<file path="src/design/irss_pkg.sv">
// Shared types, constants and microcode definitions for the IR receiver scan selector.
`default_nettype none

package irss_pkg;

    // Frame geometry
    localparam int X_COLUMNS = 30;
    localparam int Y_COLUMNS = 17;
    localparam int Y_POINTS  = 136;
    localparam int CHAIN_LEN = X_COLUMNS + Y_COLUMNS;

    // Field widths
    localparam int COL_W   = 6;
    localparam int ROW_W   = 4;
    localparam int ROW_BITS = 3;
    localparam int POINT_W = 8;
    localparam int PC_W    = 4;

    localparam logic [COL_W-1:0] CHAIN_LEN_C   = COL_W'(CHAIN_LEN);
    localparam logic [COL_W-1:0] COL_UNKNOWN_C = COL_W'(CHAIN_LEN + 1);
    localparam logic [ROW_W-1:0] ROW_NONE_C    = ROW_W'(8);
    localparam logic [ROW_BITS-1:0] ROW_MASK_C = ROW_BITS'(8'h07);

    // Input item
    typedef struct packed {
        logic               side;
        logic [POINT_W-1:0] point;
    } in_item_t;

    // Result item
    typedef struct packed {
        logic                pulse;
        logic                shift_bit;
        logic [ROW_BITS-1:0] row_code;
        logic                row_changed;
        logic                range_error;
        logic                last;
    } out_item_t;

    typedef logic [PC_W-1:0] pc_t;

    // Microcode fields
    typedef enum logic [2:0] {
        OP_WAIT  = 3'd0,
        OP_NOP   = 3'd1,
        OP_LOAD  = 3'd2,
        OP_RUN   = 3'd3,
        OP_FINAL = 3'd4,
        OP_ERROR = 3'd5
    } op_t;

    typedef enum logic [2:0] {
        SRC_CHAIN = 3'd0,
        SRC_DIFF  = 3'd1,
        SRC_TOP   = 3'd2,
        SRC_ONE   = 3'd3,
        SRC_COL   = 3'd4
    } cnt_src_t;

    typedef enum logic [1:0] {
        BIT_ONE   = 2'd0,
        BIT_ZERO  = 2'd1,
        BIT_MATCH = 2'd2
    } bit_src_t;

    typedef enum logic [2:0] {
        COND_NEVER  = 3'd0,
        COND_ALWAYS = 3'd1,
        COND_ERR    = 3'd2,
        COND_FULL   = 3'd3,
        COND_GT     = 3'd4,
        COND_EQ     = 3'd5
    } cond_t;

    typedef struct packed {
        op_t      op;
        cnt_src_t cnt_src;
        bit_src_t bit_src;
        cond_t    cond;
        pc_t      target;
    } ucode_t;

    // Program addresses
    localparam pc_t PC_WAIT    = PC_W'(0);
    localparam pc_t PC_CHK_ERR = PC_W'(1);
    localparam pc_t PC_CHK_FUL = PC_W'(2);
    localparam pc_t PC_CHK_GT  = PC_W'(3);
    localparam pc_t PC_CHK_EQ  = PC_W'(4);
    localparam pc_t PC_LD_TOP  = PC_W'(5);
    localparam pc_t PC_RUN_TOP = PC_W'(6);
    localparam pc_t PC_LD_WRAP = PC_W'(7);
    localparam pc_t PC_RUN_WRP = PC_W'(8);
    localparam pc_t PC_LD_COL  = PC_W'(9);
    localparam pc_t PC_RUN_FUL = PC_W'(10);
    localparam pc_t PC_RUN_ONE = PC_W'(11);
    localparam pc_t PC_FINAL   = PC_W'(12);
    localparam pc_t PC_ERROR   = PC_W'(13);

    // Datapath status seen by the sequencer
    typedef struct packed {
        logic err;
        logic full;
        logic gt;
        logic eq;
        logic cnt_zero;
        logic emit_ok;
    } dp_status_t;

endpackage

`default_nettype wire

</file>
<file path="src/design/ir_receiver_scan_select.sv">
// Order: an error result is registered from the error step that follows the error check; other
// points pass the check and load steps before their first result, then one per pulse, one final.
// Throughput: one point at a time; a full chain rewrite shifts 47 pulses, the wrap path up to
// 47 pulses plus its extra load and zero-check steps.
// Pulse rate: one per cycle unless stalled, set by microcode counter step and result register.
// Reset: chain column unknown (first point rewrites the whole chain), no row, reload mode off.
`default_nettype none

module ir_receiver_scan_select
    import irss_pkg::*;
(
    input  logic      clk,
    input  logic      rst_n,
    input  logic      item_valid,
    output logic      item_stall,
    input  in_item_t  item,
    output logic      result_valid,
    input  logic      result_stall,
    output out_item_t result,
    input  logic      cfg_valid,
    output logic      cfg_ready,
    input  logic      cfg_data
);

    pc_t        pc_reg, pc_next;
    ucode_t     word;
    dp_status_t status;
    logic       reload_reg;
    logic       item_load;
    logic       cond_hit;
    logic       step_done;

    irss_ucode_rom u_rom (
        .pc   (pc_reg),
        .word (word)
    );

    irss_datapath u_dp (
        .clk          (clk),
        .rst_n        (rst_n),
        .item_load    (item_load),
        .item         (item),
        .word         (word),
        .reload_mode  (reload_reg),
        .status       (status),
        .result_valid (result_valid),
        .result_stall (result_stall),
        .result       (result)
    );

    // Input transfer only while the program sits at its wait step
    assign item_stall = (word.op != OP_WAIT);
    assign item_load  = item_valid && !item_stall;

    // Configuration register
    assign cfg_ready = 1'b1;

    always_ff @(posedge clk or negedge rst_n)
    begin
        if (!rst_n)
        begin
            reload_reg <= 1'b0;
        end
        else if (cfg_valid && cfg_ready)
        begin
            reload_reg <= cfg_data;
        end
    end

    // Jump condition
    always_comb
    begin
        case (word.cond)
            COND_NEVER:  cond_hit = 1'b0;
            COND_ALWAYS: cond_hit = 1'b1;
            COND_ERR:    cond_hit = status.err;
            COND_FULL:   cond_hit = status.full;
            COND_GT:     cond_hit = status.gt;
            COND_EQ:     cond_hit = status.eq;
            default:     cond_hit = 1'b0;
        endcase
    end

    // Step completion per operation
    always_comb
    begin
        case (word.op)
            OP_WAIT:  step_done = item_load;
            OP_NOP:   step_done = 1'b1;
            OP_LOAD:  step_done = 1'b1;
            OP_RUN:   step_done = status.cnt_zero;
            OP_FINAL: step_done = status.emit_ok;
            OP_ERROR: step_done = status.emit_ok;
            default:  step_done = 1'b1;
        endcase
    end

    // Step counter
    always_comb
    begin
        pc_next = pc_reg;
        if (step_done)
        begin
            pc_next = cond_hit ? word.target : pc_reg + PC_W'(1);
        end
    end

    always_ff @(posedge clk or negedge rst_n)
    begin
        if (!rst_n)
        begin
            pc_reg <= PC_WAIT;
        end
        else
        begin
            pc_reg <= pc_next;
        end
    end

endmodule

`default_nettype wire

</file>
<file path="src/design/irss_ucode_rom.sv">
// Read-only control store: one microcode word per program step.
`default_nettype none

module irss_ucode_rom
    import irss_pkg::*;
(
    input  pc_t    pc,
    output ucode_t word
);

    always_comb
    begin
        case (pc)
            PC_WAIT:    word = '{OP_WAIT,  SRC_CHAIN, BIT_ONE,   COND_NEVER,  PC_WAIT};
            PC_CHK_ERR: word = '{OP_NOP,   SRC_CHAIN, BIT_ONE,   COND_ERR,    PC_ERROR};
            PC_CHK_FUL: word = '{OP_LOAD,  SRC_CHAIN, BIT_ONE,   COND_FULL,   PC_RUN_FUL};
            PC_CHK_GT:  word = '{OP_LOAD,  SRC_DIFF,  BIT_ONE,   COND_GT,     PC_RUN_ONE};
            PC_CHK_EQ:  word = '{OP_NOP,   SRC_CHAIN, BIT_ONE,   COND_EQ,     PC_FINAL};
            PC_LD_TOP:  word = '{OP_LOAD,  SRC_TOP,   BIT_ONE,   COND_NEVER,  PC_WAIT};
            PC_RUN_TOP: word = '{OP_RUN,   SRC_CHAIN, BIT_ONE,   COND_NEVER,  PC_WAIT};
            PC_LD_WRAP: word = '{OP_LOAD,  SRC_ONE,   BIT_ONE,   COND_NEVER,  PC_WAIT};
            PC_RUN_WRP: word = '{OP_RUN,   SRC_CHAIN, BIT_ZERO,  COND_NEVER,  PC_WAIT};
            PC_LD_COL:  word = '{OP_LOAD,  SRC_COL,   BIT_ONE,   COND_ALWAYS, PC_RUN_ONE};
            PC_RUN_FUL: word = '{OP_RUN,   SRC_CHAIN, BIT_MATCH, COND_ALWAYS, PC_FINAL};
            PC_RUN_ONE: word = '{OP_RUN,   SRC_CHAIN, BIT_ONE,   COND_NEVER,  PC_WAIT};
            PC_FINAL:   word = '{OP_FINAL, SRC_CHAIN, BIT_ONE,   COND_ALWAYS, PC_WAIT};
            PC_ERROR:   word = '{OP_ERROR, SRC_CHAIN, BIT_ONE,   COND_ALWAYS, PC_WAIT};
            default:    word = '{OP_ERROR, SRC_CHAIN, BIT_ONE,   COND_ALWAYS, PC_WAIT};
        endcase
    end

endmodule

`default_nettype wire

</file>
<file path="src/design/irss_datapath.sv">
// Decode, pulse counter, selection state and result register.
`default_nettype none

module irss_datapath
    import irss_pkg::*;
(
    input  logic       clk,
    input  logic       rst_n,
    input  logic       item_load,
    input  in_item_t   item,
    input  ucode_t     word,
    input  logic       reload_mode,
    output dp_status_t status,
    output logic       result_valid,
    input  logic       result_stall,
    output out_item_t  result
);

    localparam logic [4:0] X_COLS_C  = 5'(X_COLUMNS);
    localparam logic [4:0] Y_COLS_C  = 5'(Y_COLUMNS);
    localparam logic [POINT_W-1:0] Y_POINTS_C = POINT_W'(Y_POINTS);
    localparam logic [POINT_W-1:0] Y_LAST_C   = POINT_W'(Y_POINTS - 1);

    logic [POINT_W-1:0]  y_p;
    logic [4:0]          y_colw;
    logic [4:0]          x_colw;
    logic                dec_err;
    logic [COL_W-1:0]    dec_col;
    logic [ROW_BITS-1:0] dec_row;

    logic [COL_W-1:0]    col_reg;
    logic [ROW_BITS-1:0] row_reg;
    logic                err_reg;
    logic [COL_W-1:0]    sel_col_reg, sel_col_next;
    logic [ROW_W-1:0]    sel_row_reg, sel_row_next;
    logic [COL_W-1:0]    cnt_reg, cnt_next;
    logic                valid_reg, valid_next;
    out_item_t           out_reg, out_next;

    logic                emit_ok;
    logic                cnt_zero;
    logic [COL_W-1:0]    cnt_idx;
    logic                run_bit;
    logic                row_changed;

    // Point decode: mirror Y, split into column and row
    always_comb
    begin
        y_p    = Y_LAST_C - item.point;
        y_colw = y_p[POINT_W-1:ROW_BITS];
        x_colw = item.point[POINT_W-1:ROW_BITS];
        if (item.side)
        begin
            dec_err = (item.point >= Y_POINTS_C) || (y_colw >= Y_COLS_C);
            dec_col = {1'b0, y_colw};
            dec_row = y_p[ROW_BITS-1:0] & ROW_MASK_C;
        end
        else
        begin
            dec_err = (x_colw >= X_COLS_C);
            dec_col = COL_W'(Y_COLUMNS) + {1'b0, x_colw};
            dec_row = item.point[ROW_BITS-1:0] & ROW_MASK_C;
        end
    end

    always_ff @(posedge clk)
    begin
        if (item_load)
        begin
            col_reg <= dec_col;
            row_reg <= dec_row;
            err_reg <= dec_err;
        end
    end

    // Branch conditions
    assign emit_ok  = !valid_reg || !result_stall;
    assign cnt_zero = (cnt_reg == '0);
    assign cnt_idx  = cnt_reg - COL_W'(1);

    always_comb
    begin
        status.err      = err_reg;
        status.full     = (sel_col_reg == COL_UNKNOWN_C) ||
                          (reload_mode && (col_reg != sel_col_reg));
        status.gt       = (col_reg > sel_col_reg);
        status.eq       = (col_reg == sel_col_reg);
        status.cnt_zero = cnt_zero;
        status.emit_ok  = emit_ok;
    end

    // Shifted data level
    always_comb
    begin
        case (word.bit_src)
            BIT_ONE:   run_bit = 1'b1;
            BIT_ZERO:  run_bit = 1'b0;
            BIT_MATCH: run_bit = (cnt_idx != col_reg);
            default:   run_bit = 1'b1;
        endcase
    end

    assign row_changed = ({1'b0, row_reg} != sel_row_reg);

    // Counter, state and result register updates
    always_comb
    begin
        cnt_next     = cnt_reg;
        sel_col_next = sel_col_reg;
        sel_row_next = sel_row_reg;
        valid_next   = valid_reg && result_stall;
        out_next     = out_reg;
        case (word.op)
            OP_LOAD:
            begin
                case (word.cnt_src)
                    SRC_CHAIN: cnt_next = CHAIN_LEN_C;
                    SRC_DIFF:  cnt_next = col_reg - sel_col_reg;
                    SRC_TOP:   cnt_next = CHAIN_LEN_C - sel_col_reg;
                    SRC_ONE:   cnt_next = COL_W'(1);
                    SRC_COL:   cnt_next = col_reg;
                    default:   cnt_next = '0;
                endcase
            end
            OP_RUN:
            begin
                if (!cnt_zero && emit_ok)
                begin
                    cnt_next   = cnt_idx;
                    valid_next = 1'b1;
                    out_next   = '{1'b1, run_bit, '0, 1'b0, 1'b0, 1'b0};
                end
            end
            OP_FINAL:
            begin
                if (emit_ok)
                begin
                    sel_col_next = col_reg;
                    sel_row_next = {1'b0, row_reg};
                    valid_next   = 1'b1;
                    out_next     = '{1'b0, 1'b0, row_reg ^ (row_reg >> 1),
                                     row_changed, 1'b0, 1'b1};
                end
            end
            OP_ERROR:
            begin
                if (emit_ok)
                begin
                    valid_next = 1'b1;
                    out_next   = '{1'b0, 1'b0, '0, 1'b0, 1'b1, 1'b1};
                end
            end
            default:
            begin
                cnt_next = cnt_reg;
            end
        endcase
    end

    always_ff @(posedge clk or negedge rst_n)
    begin
        if (!rst_n)
        begin
            cnt_reg     <= '0;
            sel_col_reg <= COL_UNKNOWN_C;
            sel_row_reg <= ROW_NONE_C;
            valid_reg   <= 1'b0;
        end
        else
        begin
            cnt_reg     <= cnt_next;
            sel_col_reg <= sel_col_next;
            sel_row_reg <= sel_row_next;
            valid_reg   <= valid_next;
        end
    end

    always_ff @(posedge clk)
    begin
        out_reg <= out_next;
    end

    assign result_valid = valid_reg;
    assign result       = out_reg;

endmodule

`default_nettype wire
</file>
<file path="config.mk">
export PLATFORM = sky130hd
export DESIGN_NAME = ir_receiver_scan_select
export DESIGN_NICKNAME = d
export VERILOG_FILES = /design/src/design/irss_pkg.sv /design/src/design/ir_receiver_scan_select.sv /design/src/design/irss_ucode_rom.sv /design/src/design/irss_datapath.sv
export SDC_FILE = /design/constraint.sdc
export NUM_CORES = 1
export LEC_CHECK = 0
export ABC_CLOCK_PERIOD_IN_PS = 2800
export BUFFER_PORTS_ARGS = -buffer_cell sky130_fd_sc_hd__buf_2
export CORE_MARGIN = 1.5
export CORE_UTILIZATION = 45
export DETAILED_ROUTE_END_ITERATION = 12
export PLACE_DENSITY = 0.74
export REMOVE_ABC_BUFFERS = 1
export SYNTH_ARGS = -nofsm -noshare
export SYNTH_HDL_FRONTEND = slang
export SYNTH_SLANG_ARGS = --single-unit
</file>
<file path="constraint.sdc">
create_clock -name clk -period 2.8 [get_ports clk]
set_input_delay 0.28 -clock clk [delete_from_list [all_inputs] [get_ports clk]]
set_output_delay 0.28 -clock clk [all_outputs]
set_load 0.1 [all_outputs]
</file>
# == Word-level counts from Yosys, hierarchy flattened ==
# Memories as Yosys holds them, arrays and structs flattened.
# Index checks and enable logic that the tools add are counted.
# totals
output_inout_bits,11
rom_bits,240
n_memories,1
reg_bits,40
# classes
addsub,6
mux,17
magnitude_cmp,4
bitwise,1
eq_ne,23
reduce_logical,21
# memory_table
memory,depth,width,read_ports,rd_clocked_by_memory_dff,wr,line_no,rtl
(no name shown),16,15,1,0,0,irss_ucode_rom.sv:13,case (pc)
# ops
cell,n
$pmux 6 s5,1
$mux 8,3
$pmux 8 s3,1
$eq 3x2->1 const B,6
$eq 3x3->1 const B,5
$ne 6x6->1,2
$pmux 6 s2,1
$ge 5x5->1 const B,2
$ge 8x8->1 const B,1
$sub 8x8->8 const A,1
$add 5x5->6 const A,1
$eq 3x1->1 const B,2
$eq 6x6->1,1
$eq 6x6->1 const B,1
$gt 6x6->1,1
$logic_not 3->1,2
$logic_not 6->1,1
$mux 6,1
$ne 2x1->1 const B,3
$reduce_bool 3->1,2
$sub 6x1->6 const B,1
$sub 6x6->6,1
$sub 6x6->6 const A,1
$mux 5,1
other kinds (18),30

# == Longest topological paths before layout ==
# Gate-level depths: netlist of the first run.
# depth
word_depth,5
mapped_depth,11
depth_no_buf,11

# == Hierarchy ==
# Synthesis of the first run repeated with hierarchy kept, for this count alone.
# hier_totals
cells_unflattened,325
area_unflattened_um2,3042.9
# modules_own_cells
module,area_per_inst_um2,instances,cells_each,seq_area_each_um2
irss_datapath,2290.9,1,235,969.7
ir_receiver_scan_select,395.4,1,46,125.1
irss_ucode_rom,356.6,1,44,0.0

# == Least setup slack after synthesis of the first run ==
# Ideal clock, no wire load.
# synth_path
path_kind,reg2reg
from,reg pc_reg[0]
to,"reg u_dp.out_reg, in the netlist u_dp.result[0], enable pin"
synth_period_minus_slack_ns,2.407
setup_ns,0.376
arrival_ns,2.031
required_ns,2.424
stages_incl_launch_ff,9
slack_ns,0.393
path_cell_list,dfrtp_1 > inv_1 > ha_1 > or2_1 > nor2_1 > a21oi_1 > nor2_1 > nor2_1 > a21oi_1
# synth_via
elab_chain_cells,4
# synth_rtl
element,line_no,rtl
"start, declared",ir_receiver_scan_select.sv:25,"pc_t pc_reg, pc_next;"
"start signal, assigned",ir_receiver_scan_select.sv:116,pc_reg <= pc_next;
$mem_v2 16x15 (*),n/a,
$eq 3x3->1 or $eq 3x2->1 (tied branches),irss_datapath.sv:113,case (word.op)
$ne 2x1->1 (no line) or $reduce_bool 3->1 (tied branches),n/a,
$reduce_and 4->1 (no line) (*),n/a,
"end signal, assigned",irss_datapath.sv:180,out_reg <= out_next;
"end, declared",irss_datapath.sv:38,"out_item_t out_reg, out_next;"
# Every way passes the cells marked *; elsewhere a longest branch is shown, timed or not.
# A chain may end at the register's enable or synchronous reset.

# == Worst setup path after layout of the first run ==
# layout_path
from,reg pc_reg[0]
to,reg u_dp.cnt_reg[4]
# layout_via
elab_chain_cells,4
# layout_rtl
element,line_no,rtl
$mem_v2 16x15 (*),n/a,
$eq 3x3->1 (tied with other cells),irss_datapath.sv:116,case (word.cnt_src)
$pmux 6 s5 (tied with other cells),irss_datapath.sv:116,
$pmux 6 s2 or $reduce_and 2->1 (tied branches),n/a,
"end signal, assigned",irss_datapath.sv:171,cnt_reg <= cnt_next;
"end, declared",irss_datapath.sv:36,"logic [COL_W-1:0] cnt_reg, cnt_next;"
# Marks and branches as above.

==> metrics.md, run 1 <==
| Metric | Value |
|---|---|
| Status | complete, no violations |
| CP max stage delay | 520 ps |
| Global-route wire length before repair | 10.8 mm |
| Post-synthesis sequential area ratio | 37.3% |
| Compound-cell area share of the yosys netlist | 21.0% |
| Fillers | 601 |
| Critical Path RT | 2990 ps |
| RSZ-0062 raised after global routing | false |
| Yosys reg bits | 40 |
| GRT overflow | 0 |
| CTS Buffer Depth | 2 |
| Final setup viols | 0 |
| Fraction of layout cells with a size suffix above 1 | 18.8% |
| Syn Inst Count | 312 |
| Hold Vio Cnt, Final | 0 |
| Setup crit start kind | flip-flop |
| Routed WL per cell | 15.8 um |
| Dpl hpwl | 4.88 mm |
| Mapped Avg Cell Area | 9.40 um^2 |
| P&R area growth vs syn | 10.9% |
| Clock transition at path regs | 90 ps |
| Max Freq | 0.376 GHz |
| Buffers added on ports | 24 |
| CP Capture Type | flip-flop |
| Tot GR Track Use | 19.0% |
| Final Worst Setup Slack | 141 ps |
| Worst-Margin Slew | 531 ps |
| CP most frequent cell | nor2_1 |
| Worst slew margin relative to its limit | 64.6% |
| Clk_lat worst skew | 300 ps |
| HP Start | cfg_data |
| Antenna violations before repair | 0 |
| # rows | 29 |
| Crit-path max FO | 11 |
| Die area | 7010 um^2 |
| TritonRoute pass-1 iters | 4 |
| Pin count of the biggest net entering global routing | 23 |
| Placer Congestion | 0.877 |
| Period minus WS final | 2660 ps |
| Synth Area in XOR/XNOR | 6.87% |
| DR iter-0 viols | 207 |
| CP max-delay cell | dfrtp_1 |
| Post-synthesis adder-cell area fraction | 7.94% |
| CP Cell Sequence | inv_1, ha_1, or2_1, nor2_1, a21oi_2, nor2_1, a21o_1, o21ai_0, a22o_1 |
| Nets | 368 |
| CTS Sinks | 40 |
| Number of enable flip-flop cells after synthesis | 18 |
| Reg2Reg Launch Point | pc_reg[0]$_DFFE_PN0P_ |
| Cell Area, Synth | 2930 um^2 |
| Main flop type after synthesis | dfrtp_1 |
| Crit Path Class | reg2reg |
| H-tree Lvls | 2 |
| Ys async rst share | 55.0% |
| Largest register FFs | 8 |
| CTS tree | yes |
| Area of placed instances | 3120 um^2 |
| Post-layout util | 51.5% |
| Slew Viols, Final | 0 |
| Initial core utilization | 46.4% |
| Ant diodes | 0 |
| Largest family of logic cells by synthesized area | compound AO/OA/AOI/OAI gates |
| Place WS | 229 ps |
| Via Count | 2423 |
| Ports | 26 |
| Crit. Startpoint | pc_reg[0]$_DFFE_PN0P_ |
| Simple-Gate Fraction of Synth Area | 14.6% |
| CTS Buf Count | 5 |
| Sum of negative setup slack | 0 ps |
| Routed vias/inst | 5.87 |
| Post-synthesis mux area share | 6.32% |
| Root Driver | clkbuf_8 |
| Max-cap violations | 0 |
| Type of the worst min-delay path | in2reg |
| Core ar. | 6310 um^2 |
| CP Data Arrival Time | 2850 ps |
| Max Clock Skew | 15.7 ps |
| Vias in the first global route | 2299 |
| Synth unique cells | 64 |
| Post-route ant nets | 0 |
| Die Ht | 83.7 um |
| DRT Wirelength | 6.54 mm |
| Die width | 83.7 um |
| Fin crit share | 95.0% |
| DR DRC count | 0 |
| Fin area | 3250 um^2 |
| Synth Warn # | 0 |
-- through the flow --
step / cells / hold slack, ps
CTS: 413 / 206
floorplan: 296 / -15.6
global route: 413 / 218
detailed placement: 404 / 298
global placement: 404 / 296
finish: 413 / 205
-- synth_stat cells (all sizes together), types with 3 or more instances --
| master | n | area share (%) |
|---|---|---|
| clkbuf | 8 | 1.0 |
| nand3 | 8 | 1.4 |
| xnor2 | 11 | 3.3 |
| a21o | 5 | 1.3 |
| dfrtp | 19 | 16 |
| a31oi | 4 | 0.85 |
| xor2 | 12 | 3.6 |
| buf | 8 | 1.7 |
| o31ai | 3 | 0.77 |
| o21bai | 3 | 0.77 |
| o22ai | 4 | 0.85 |
| nand2 | 23 | 2.9 |
| edfxtp | 18 | 18 |
| inv | 24 | 3.1 |
| o2111ai | 3 | 0.90 |
| dfstp | 3 | 2.7 |
| nor2 | 17 | 2.3 |
| or3 | 4 | 0.85 |
| ha | 17 | 7.3 |
| o21ai | 21 | 3.7 |
| nor3 | 6 | 1.0 |
| nand3b | 4 | 1.0 |
| mux2 | 12 | 4.6 |
| a21oi | 23 | 4.1 |
| a221oi | 3 | 1.5 |
| nor4 | 3 | 0.64 |
| and3 | 4 | 0.85 |
| nand2b | 4 | 0.85 |
| mux2i | 5 | 1.7 |
-- area by class of cell --
cell class / instances / area (um^2) / share of cell area, %
Sequential cell: 40 / 1090 / 33.7
Clock buffer: 5 / 68.8 / 2.12
Tap cell: 77 / 96.3 / 2.96
Timing Repair Buffer: 32 / 183 / 5.62
Multi-Input combinational cell: 232 / 1670 / 51.4
Clock inverter: 3 / 46.3 / 1.42
Inverter: 24 / 90.1 / 2.77
-- kinds of logic after synthesis --
family	after synthesis
xor+xnor	23
simple gates	83
flops	40
fa+ha+maj	18
compound gates	90
other cells	1
mux	17
buf+inv	40
-- layer usage --
| layer | GRT usage (%) | routed length [um] | vias to the layer above | part of all wire [%] |
|---|---|---|---|---|
| li1 | - | - | 1182 | - |
| met5 | 0 | 0 | - | 0 |
| met2 | 33.4 | 3220 | 82 | 49 |
| met4 | 5.37 | 108 | 0 | 1.7 |
| met1 | 23.9 | 2910 | 1146 | 45 |
| met3 | 3.46 | 304 | 13 | 4.6 |
-- cell usage in the layout, fill, tap and decap left out, types with 3 or more instances in the layout --
| cell | netlist | final |
|---|---|---|
| xnor2_1 | 11 | 11 |
| mux2_1 | 4 | 4 |
| and3_1 | 4 | 4 |
| o21bai_1 | 3 | 3 |
| xor2_1 | 12 | 12 |
| nand3_1 | 8 | 8 |
| dfrtp_1 | 19 | 19 |
| a31oi_1 | 4 | 4 |
| or3_1 | 4 | 4 |
| edfxtp_1 | 18 | 18 |
| inv_1 | 21 | 21 |
| nor4_1 | 3 | 3 |
| a21o_1 | 4 | 4 |
| o21ai_0 | 18 | 18 |
| o22ai_1 | 4 | 4 |
| nand3b_1 | 4 | 4 |
| mux2i_1 | 5 | 5 |
| inv_2 | 3 | 3 |
| nand2b_1 | 4 | 4 |
| buf_4 | 1 | 7 |
| mux2_2 | 8 | 8 |
| buf_2 | 6 | 24 |
| o31ai_1 | 3 | 3 |
| nand2_1 | 23 | 23 |
| o2111ai_1 | 3 | 3 |
| ha_1 | 17 | 17 |
| dfstp_2 | 3 | 3 |
| nor3_1 | 6 | 6 |
| a21oi_1 | 22 | 21 |
| clkbuf_8 | 0 | 5 |
| nor2_1 | 16 | 16 |
-- timing repair --
action | in CTS | in global routing
hold buffers | 1 | 0
endpoints found under the setup margin | 0 | 2
setup buffers | 0 | 0
resized for setup | 0 | 1
endpoints found under the hold margin | 19 | 0
-- worst max-delay path, delay by kind of cell (launching register included) --
family	cells	cell delay (ps)
simple gates	3	700
buf+inv	1	110
compound gates	4	920
flops	1	520
fa+ha+maj	1	300
-- worst paths after layout --
kind                                                    to  slack [ps]  cells past startpoint
max                            u_dp.cnt_reg[4]$_DFFE_PN0P_         140                      9
min                                 reload_reg$_DFFE_PN0P_         200                      2
max reg2reg                    u_dp.cnt_reg[4]$_DFFE_PN0P_         140                      9
min reg2reg                u_dp.sel_row_reg[3]$_DFFE_PN1P_         500                      1
max in group asynchronous  u_dp.sel_row_reg[3]$_DFFE_PN1P_        1940                      2
min in group asynchronous           reload_reg$_DFFE_PN0P_         480                      2
Power of run 1 is not shown: default switching activity piles up to over one toggle a cycle in this logic, so the estimate is an artifact.
==> run 2, diff against run 1 <==
--- a/config.mk
+++ b/config.mk
@@ -7,6 +7,7 @@
 export LEC_CHECK = 0
 export ABC_CLOCK_PERIOD_IN_PS = 2800
 export BUFFER_PORTS_ARGS = -buffer_cell sky130_fd_sc_hd__buf_2
+export CORE_ASPECT_RATIO = 0.5
 export CORE_MARGIN = 1.5
 export CORE_UTILIZATION = 45
 export DETAILED_ROUTE_END_ITERATION = 12
==> metrics.md, run 2 (synthesized netlist as in run 1, its figures left out) <==
| Metric | Value |
|---|---|
| Nets | 367 (was 368) |
| Final Worst Setup Slack | 170 ps (was 141 ps) |
| Antenna violations before repair | 0 (unchanged) |
| Crit-path max FO | 6 (was 11) |
| Fraction of layout cells with a size suffix above 1 | 18.8% (about the same) |
| Reg2Reg Launch Point | u_dp.col_reg[0]$_DFFE_PP_ (was pc_reg[0]$_DFFE_PN0P_) |
| Worst path depth | 11 (was 9) |
| CP delay by family, top | compound AO/OA/AOI/OAI gates (unchanged) |
| Global-route wire length before repair | 11.0 mm (was 10.8 mm) |
| Worst-Margin Slew | 646 ps (was 531 ps) |
| Hold Vio Cnt, Final | 0 (unchanged) |
| Crit. Startpoint | u_dp.col_reg[0]$_DFFE_PP_ (was pc_reg[0]$_DFFE_PN0P_) |
| Core ar. | 6180 um^2 (was 6310 um^2) |
| DR iter-0 viols | 195 (was 207) |
| Die Ht | 60.1 um (was 83.7 um) |
| Critical Path RT | 2950 ps (was 2990 ps) |
| # rows | 20 (was 29) |
| Reg-to-reg setup timing slack | 170 ps (was 140 ps) |
| Period minus WS final | 2630 ps (was 2660 ps) |
| Crit Path Class | reg2reg (unchanged) |
| CP max stage delay | 420 ps (was 520 ps) |
| Routed vias/inst | 5.88 (was 5.87) |
| Setup bufs post-CTS | 0 (unchanged) |
| DRT Wirelength | 6.71 mm (was 6.54 mm) |
| Pin count of the biggest net entering global routing | 23 (unchanged) |
| Buf/Inv on CP | 2 (was 1) |
| Commonest non-fill, non-tap cells in the layout | buf_2, nand2_1, inv_1, a21oi_1 (was buf_2, nand2_1, inv_1, a21oi_1, dfrtp_1) |
| Max Clock Skew | 2.39 ps (was 15.7 ps) |
| Type of the worst min-delay path | in2reg (unchanged) |
| Sum of negative setup slack | 0 ps (unchanged) |
| CTS tree | yes (unchanged) |
| CP max-delay cell | edfxtp_1 (was dfrtp_1) |
| Hold slack | 231 ps (was 205 ps) |
| CTS Sinks | 40 (unchanged) |
| Setup crit start kind | flip-flop (unchanged) |
| TritonRoute pass-1 iters | 5 (was 4) |
| Placer Congestion | 0.922 (was 0.877) |
| P&R area growth vs syn | 13.0% (was 10.9%) |
| Post-route ant nets | 0 (unchanged) |
| Buffers added on ports | 24 (unchanged) |
| Largest register FFs | 8 (unchanged) |
| Area of placed instances | 3130 um^2 (was 3120 um^2) |
| Worst reg2reg path depth | 11 (was 9) |
| CTS Buf Count | 5 (unchanged) |
| Max Freq | 0.380 GHz (was 0.376 GHz) |
| Setup crit end | pc_reg[0]$_DFFE_PN0P_ (was u_dp.cnt_reg[4]$_DFFE_PN0P_) |
| Max-cap violations | 0 (unchanged) |
| Fin area | 3310 um^2 (was 3250 um^2) |
| GRT overflow | 0 (unchanged) |
| Ports | 26 (unchanged) |
| Die area | 7040 um^2 (was 7010 um^2) |
| Commonest non-fill, non-tap cell in the layout | buf_2 (unchanged) |
| Slew Viols, Final | 0 (unchanged) |
| CP Cell Sequence | inv_1, ha_1, inv_1, fa_1, a21oi_1, nor2_1, o311a_1, a21o_2, o21a_1, o21ai_0, o31ai_1 (was inv_1, ha_1, or2_1, nor2_1, a21oi_2, nor2_1, a21o_1, o21ai_0, a22o_1) |
| Routed WL per cell | 15.9 um (was 15.8 um) |
| Worst slew margin relative to its limit | 56.9% (was 64.6%) |
| R2r endpoint | pc_reg[0]$_DFFE_PN0P_ (was u_dp.cnt_reg[4]$_DFFE_PN0P_) |
| CP Data Arrival Time | 2780 ps (was 2850 ps) |
| CTS Buffer Depth | 2 (unchanged) |
| CP most frequent cell | inv_1 (was nor2_1) |
| Ant diodes | 0 (unchanged) |
| Die width | 117 um (was 83.7 um) |
| Clk_lat worst skew | 280 ps (was 300 ps) |
| Root Driver | clkbuf_16 (was clkbuf_8) |
| Fin crit share | 93.9% (was 95.0%) |
| RSZ-0062 raised after global routing | false (unchanged) |
| H-tree Lvls | 2 (unchanged) |
| Status | complete, no violations (unchanged) |
| Final setup viols | 0 (unchanged) |
| Vias in the first global route | 2308 (was 2299) |
| Initial core utilization | 47.4% (was 46.4%) |
| Place WS | 163 ps (was 229 ps) |
| CP Capture Type | flip-flop (unchanged) |
| Clock transition at path regs | 60 ps (was 90 ps) |
| DR DRC count | 0 (unchanged) |
| Via Count | 2486 (was 2423) |
| Tot GR Track Use | 20.6% (was 19.0%) |
| Dpl hpwl | 4.89 mm (was 4.88 mm) |
run 2: cell count changes in the layout (fill, tap and decap cells not counted), sizes merged:
cell / previous run / this run
clkinvlp: 1 / 0
inv: 25 / 24
buf: 31 / 30
clkinv: 0 / 2
run 2: worst min-delay path by stage:
stage | depth (start not counted) | slack (ps) | to | startpoint
2_1_floorplan | 0 | -20 | pc_reg[0]$_DFFE_PN0P_ | rst_n
3_3_place_gp | 1 | 280 | u_dp.sel_col_reg[3]$_DFFE_PN0P_ | rst_n
3_5_place_dp | 1 | 280 | u_dp.sel_col_reg[3]$_DFFE_PN0P_ | rst_n
4_1_cts | 2 | 230 | reload_reg$_DFFE_PN0P_ | cfg_data
5_1_grt | 2 | 240 | reload_reg$_DFFE_PN0P_ | cfg_data
6_report | 2 | 230 | reload_reg$_DFFE_PN0P_ | cfg_data
run 2: metal layers:
| metal | part of all wire [%] | vias up | routed length [um] | GRT usage [%] |
|---|---|---|---|---|
| met5 | 0 | - | 0 | 0 |
| met4 | 1.7 | 0 | 113 | 6.20 |
| met3 | 5.5 | 17 | 367 | 4.77 |
| met2 | 47 | 110 | 3140 | 34.1 |
| met1 | 46 | 1178 | 3080 | 27.3 |
| li1 | - | 1181 | - | - |
run 2: timing repair:
item | in CTS | in global routing
setup endpoints to repair | 0 | 6
hold buffers | 1 | 0
hold endpoints to repair | 19 | 0
resized for setup | 0 | 3
run 2: area by class of cell:
cell class	count	area, um^2
well taps	88	110
fillers	534	2870
repair buffers	31	175
inverters	24	90.1
clock inverters	3	42.5
multi-input cells	232	1670
clock buffers	5	125
flip-flops and latches	40	1100
run 2: per-stage QoR:
stage	util, %	cells
final	53.6	423
after floorplan	-	296
after detailed placement	50.6	414
after global routing	53.6	423
after CTS	53.5	423
after global placement	50.6	414
Power of run 2 is left out for the same reason.
==> run 3, diff against run 2 <==
--- a/config.mk
+++ b/config.mk
@@ -7,11 +7,13 @@
 export LEC_CHECK = 0
 export ABC_CLOCK_PERIOD_IN_PS = 2800
 export BUFFER_PORTS_ARGS = -buffer_cell sky130_fd_sc_hd__buf_2
+export CELL_PAD_IN_SITES_DETAIL_PLACEMENT = 2
+export CELL_PAD_IN_SITES_GLOBAL_PLACEMENT = 2
 export CORE_ASPECT_RATIO = 0.5
 export CORE_MARGIN = 1.5
-export CORE_UTILIZATION = 45
+export CORE_UTILIZATION = 38
 export DETAILED_ROUTE_END_ITERATION = 12
-export PLACE_DENSITY = 0.74
+export PLACE_DENSITY = 0.91
 export REMOVE_ABC_BUFFERS = 1
 export SYNTH_ARGS = -nofsm -noshare
 export SYNTH_HDL_FRONTEND = slang
==> metrics.md, run 3 (synthesized netlist as in run 1, its figures left out) <==
| Metric | Value |
|---|---|
| Buffers added on ports | 24 (unchanged) |
| Placer Congestion | 0.850 (was 0.922) |
| Hold buffers post-CTS | 0 (was 1) |
| Fraction of layout cells with a size suffix above 1 | 20.8% (was 18.8%) |
| Clk_lat worst skew | 300 ps (was 280 ps) |
| CTS tree | yes (unchanged) |
| Max-cap violations | 0 (unchanged) |
| Initial core utilization | 39.6% (was 47.4%) |
| CTS Buf Count | 5 (unchanged) |
| Final setup viols | 0 (unchanged) |
| Crit Path Class | reg2reg (unchanged) |
| Period minus WS final | 2670 ps (was 2630 ps) |
| Ports | 26 (unchanged) |
| Die width | 127 um (was 117 um) |
| Max Clock Skew | 3.70 ps (was 2.39 ps) |
| Via Count | 2637 (was 2486) |
| P&R area growth vs syn | 14.1% (was 13.0%) |
| Ant diodes | 0 (unchanged) |
| CP Data Arrival Time | 2860 ps (was 2780 ps) |
| Routed WL per cell | 24.5 um (was 15.9 um) |
| Largest register FFs | 8 (unchanged) |
| CTS Sinks | 40 (unchanged) |
| Antenna violations before repair | 0 (unchanged) |
| # rows | 22 (was 20) |
| Post-route ant nets | 0 (unchanged) |
| Die area | 8280 um^2 (was 7040 um^2) |
| Global-route wire length before repair | 16.8 mm (was 11.0 mm) |
| Worst-Margin Slew | 590 ps (was 646 ps) |
| CTS Buffer Depth | 2 (unchanged) |
| Place WS | -55.3 ps (was 163 ps) |
| DRT Wirelength | 10.6 mm (was 6.71 mm) |
| Slew Viols, Final | 0 (unchanged) |
| Die Ht | 65.1 um (was 60.1 um) |
| Vias in the first global route | 2931 (was 2308) |
| Max Freq | 0.375 GHz (was 0.380 GHz) |
| Type of the worst min-delay path | in2async (was in2reg) |
| GRT overflow | 0 (unchanged) |
| Root Driver | clkbuf_16 (unchanged) |
| CP max-delay cell | dfstp_2 (was edfxtp_1) |
| Buf/Inv on CP | 2 (unchanged) |
| DR iter-0 viols | 278 (was 195) |
| CP Capture Type | flip-flop (unchanged) |
| RSZ-0062 raised after global routing | false (unchanged) |
| Hold slack | -28.2 ps (was 231 ps) |
| Worst slew margin relative to its limit | 60.6% (was 56.9%) |
| CP delay by family, top | compound AO/OA/AOI/OAI gates (unchanged) |
| Final Worst Setup Slack | 131 ps (was 170 ps) |
| Commonest non-fill, non-tap cells in the layout | buf_2, nand2_1, inv_1, a21oi_1 (unchanged) |
| Routed vias/inst | 6.10 (was 5.88) |
| Crit-path max FO | 6 (unchanged) |
| Dpl hpwl | 7.22 mm (was 4.89 mm) |
| CP Cell Sequence | inv_1, ha_1, nand3_1, o311ai_2, o311a_1, a21o_2, inv_2, a311o_1, o21a_1 (was inv_1, ha_1, inv_1, fa_1, a21oi_1, nor2_1, o311a_1, a21o_2, o21a_1, o21ai_0, o31ai_1) |
| Setup crit start kind | flip-flop (unchanged) |
| Failing checks | negative hold slack |
| DR DRC count | 0 (unchanged) |
| Status | finished with violations (was complete, no violations) |
| Pin count of the biggest net entering global routing | 23 (unchanged) |
| CP max stage delay | 570 ps (was 420 ps) |
| Tot GR Track Use | 26.9% (was 20.6%) |
| H-tree Lvls | 2 (unchanged) |
| Fin crit share | 95.3% (was 93.9%) |
| Core ar. | 7400 um^2 (was 6180 um^2) |
| Hold Vio Cnt, Final | 19 (was 0) |
| Critical Path RT | 2990 ps (was 2950 ps) |
| Fillers | 783 (was 534) |
| Commonest non-fill, non-tap cell in the layout | buf_2 (unchanged) |
| TritonRoute pass-1 iters | 5 (unchanged) |
| Clock transition at path regs | 60 ps (about the same) |
| Nets | 368 (was 367) |
## run 3: cell count changes in the layout (fill, tap and decap cells not counted), moves of 2 or more
cell     delta
a21o_1      -2
a21o_2      +2
buf_4       +2
o21ai_0     -2
o21ai_1     +2
## run 3: worst paths after layout
kind / depth (start not counted) / endpoint / startpoint / slack, ps
worst max-delay path: 9 / pc_reg[3]$_DFFE_PN0P_ / u_dp.sel_col_reg[4]$_DFFE_PN1P_ / 130
min in group clk: 2 / reload_reg$_DFFE_PN0P_ / cfg_data / 230
worst min-delay path: 1 / u_dp.sel_col_reg[3]$_DFFE_PN0P_ / rst_n / -30
max in group asynchronous: 1 / pc_reg[0]$_DFFE_PN0P_ / rst_n / 2390
worst min register to register: 1 / u_dp.sel_row_reg[3]$_DFFE_PN1P_ / u_dp.sel_row_reg[3]$_DFFE_PN1P_ / 520
worst max register to register: 9 / pc_reg[3]$_DFFE_PN0P_ / u_dp.sel_col_reg[4]$_DFFE_PN1P_ / 130
## run 3: final cells by class
class                   instances  area, um^2  area share, %
multi-input cells             232        1690           50.4
well taps                      96         120           3.59
clock buffers                   5         125           3.74
repair buffers                 32         180           5.39
inverters                      24        90.1           2.69
flip-flops and latches         40        1100           32.8
clock inverters                 3        46.3           1.38
## run 3: per-stage QoR
stage | std cells | setup TNS [ps] | hold WS, ps | util, % | cell area (um^2)
2_1_floorplan | 296 | 0 | -15.6 | - | 2850
3_3_place_gp | 424 | 0 | 292 | 42.6 | 3150
3_5_place_dp | 424 | -55.3 | 321 | 42.6 | 3150
4_1_cts | 432 | 0 | 9.92 | 45.0 | 3330
5_1_grt | 432 | 0 | 12.2 | 45.2 | 3350
6_report | 432 | 0 | -28.2 | 45.2 | 3350
## run 3: repair_timing
| item | in CTS | in global routing |
|---|---|---|
| buffers inserted | 0 | 0 |
| pin swaps | 0 | 0 |
| resized for setup | 3 | 6 |
| setup endpoints to repair | 3 | 13 |
## run 3: per-layer routing
layer / global-route usage (%) / wire [um]
met2: 47.1 / 5180
met1: 34.2 / 4700
met3: 4.80 / 461
met4: 8.81 / 236
met5: 0 / 0
Power of run 3 is left out for the same reason.
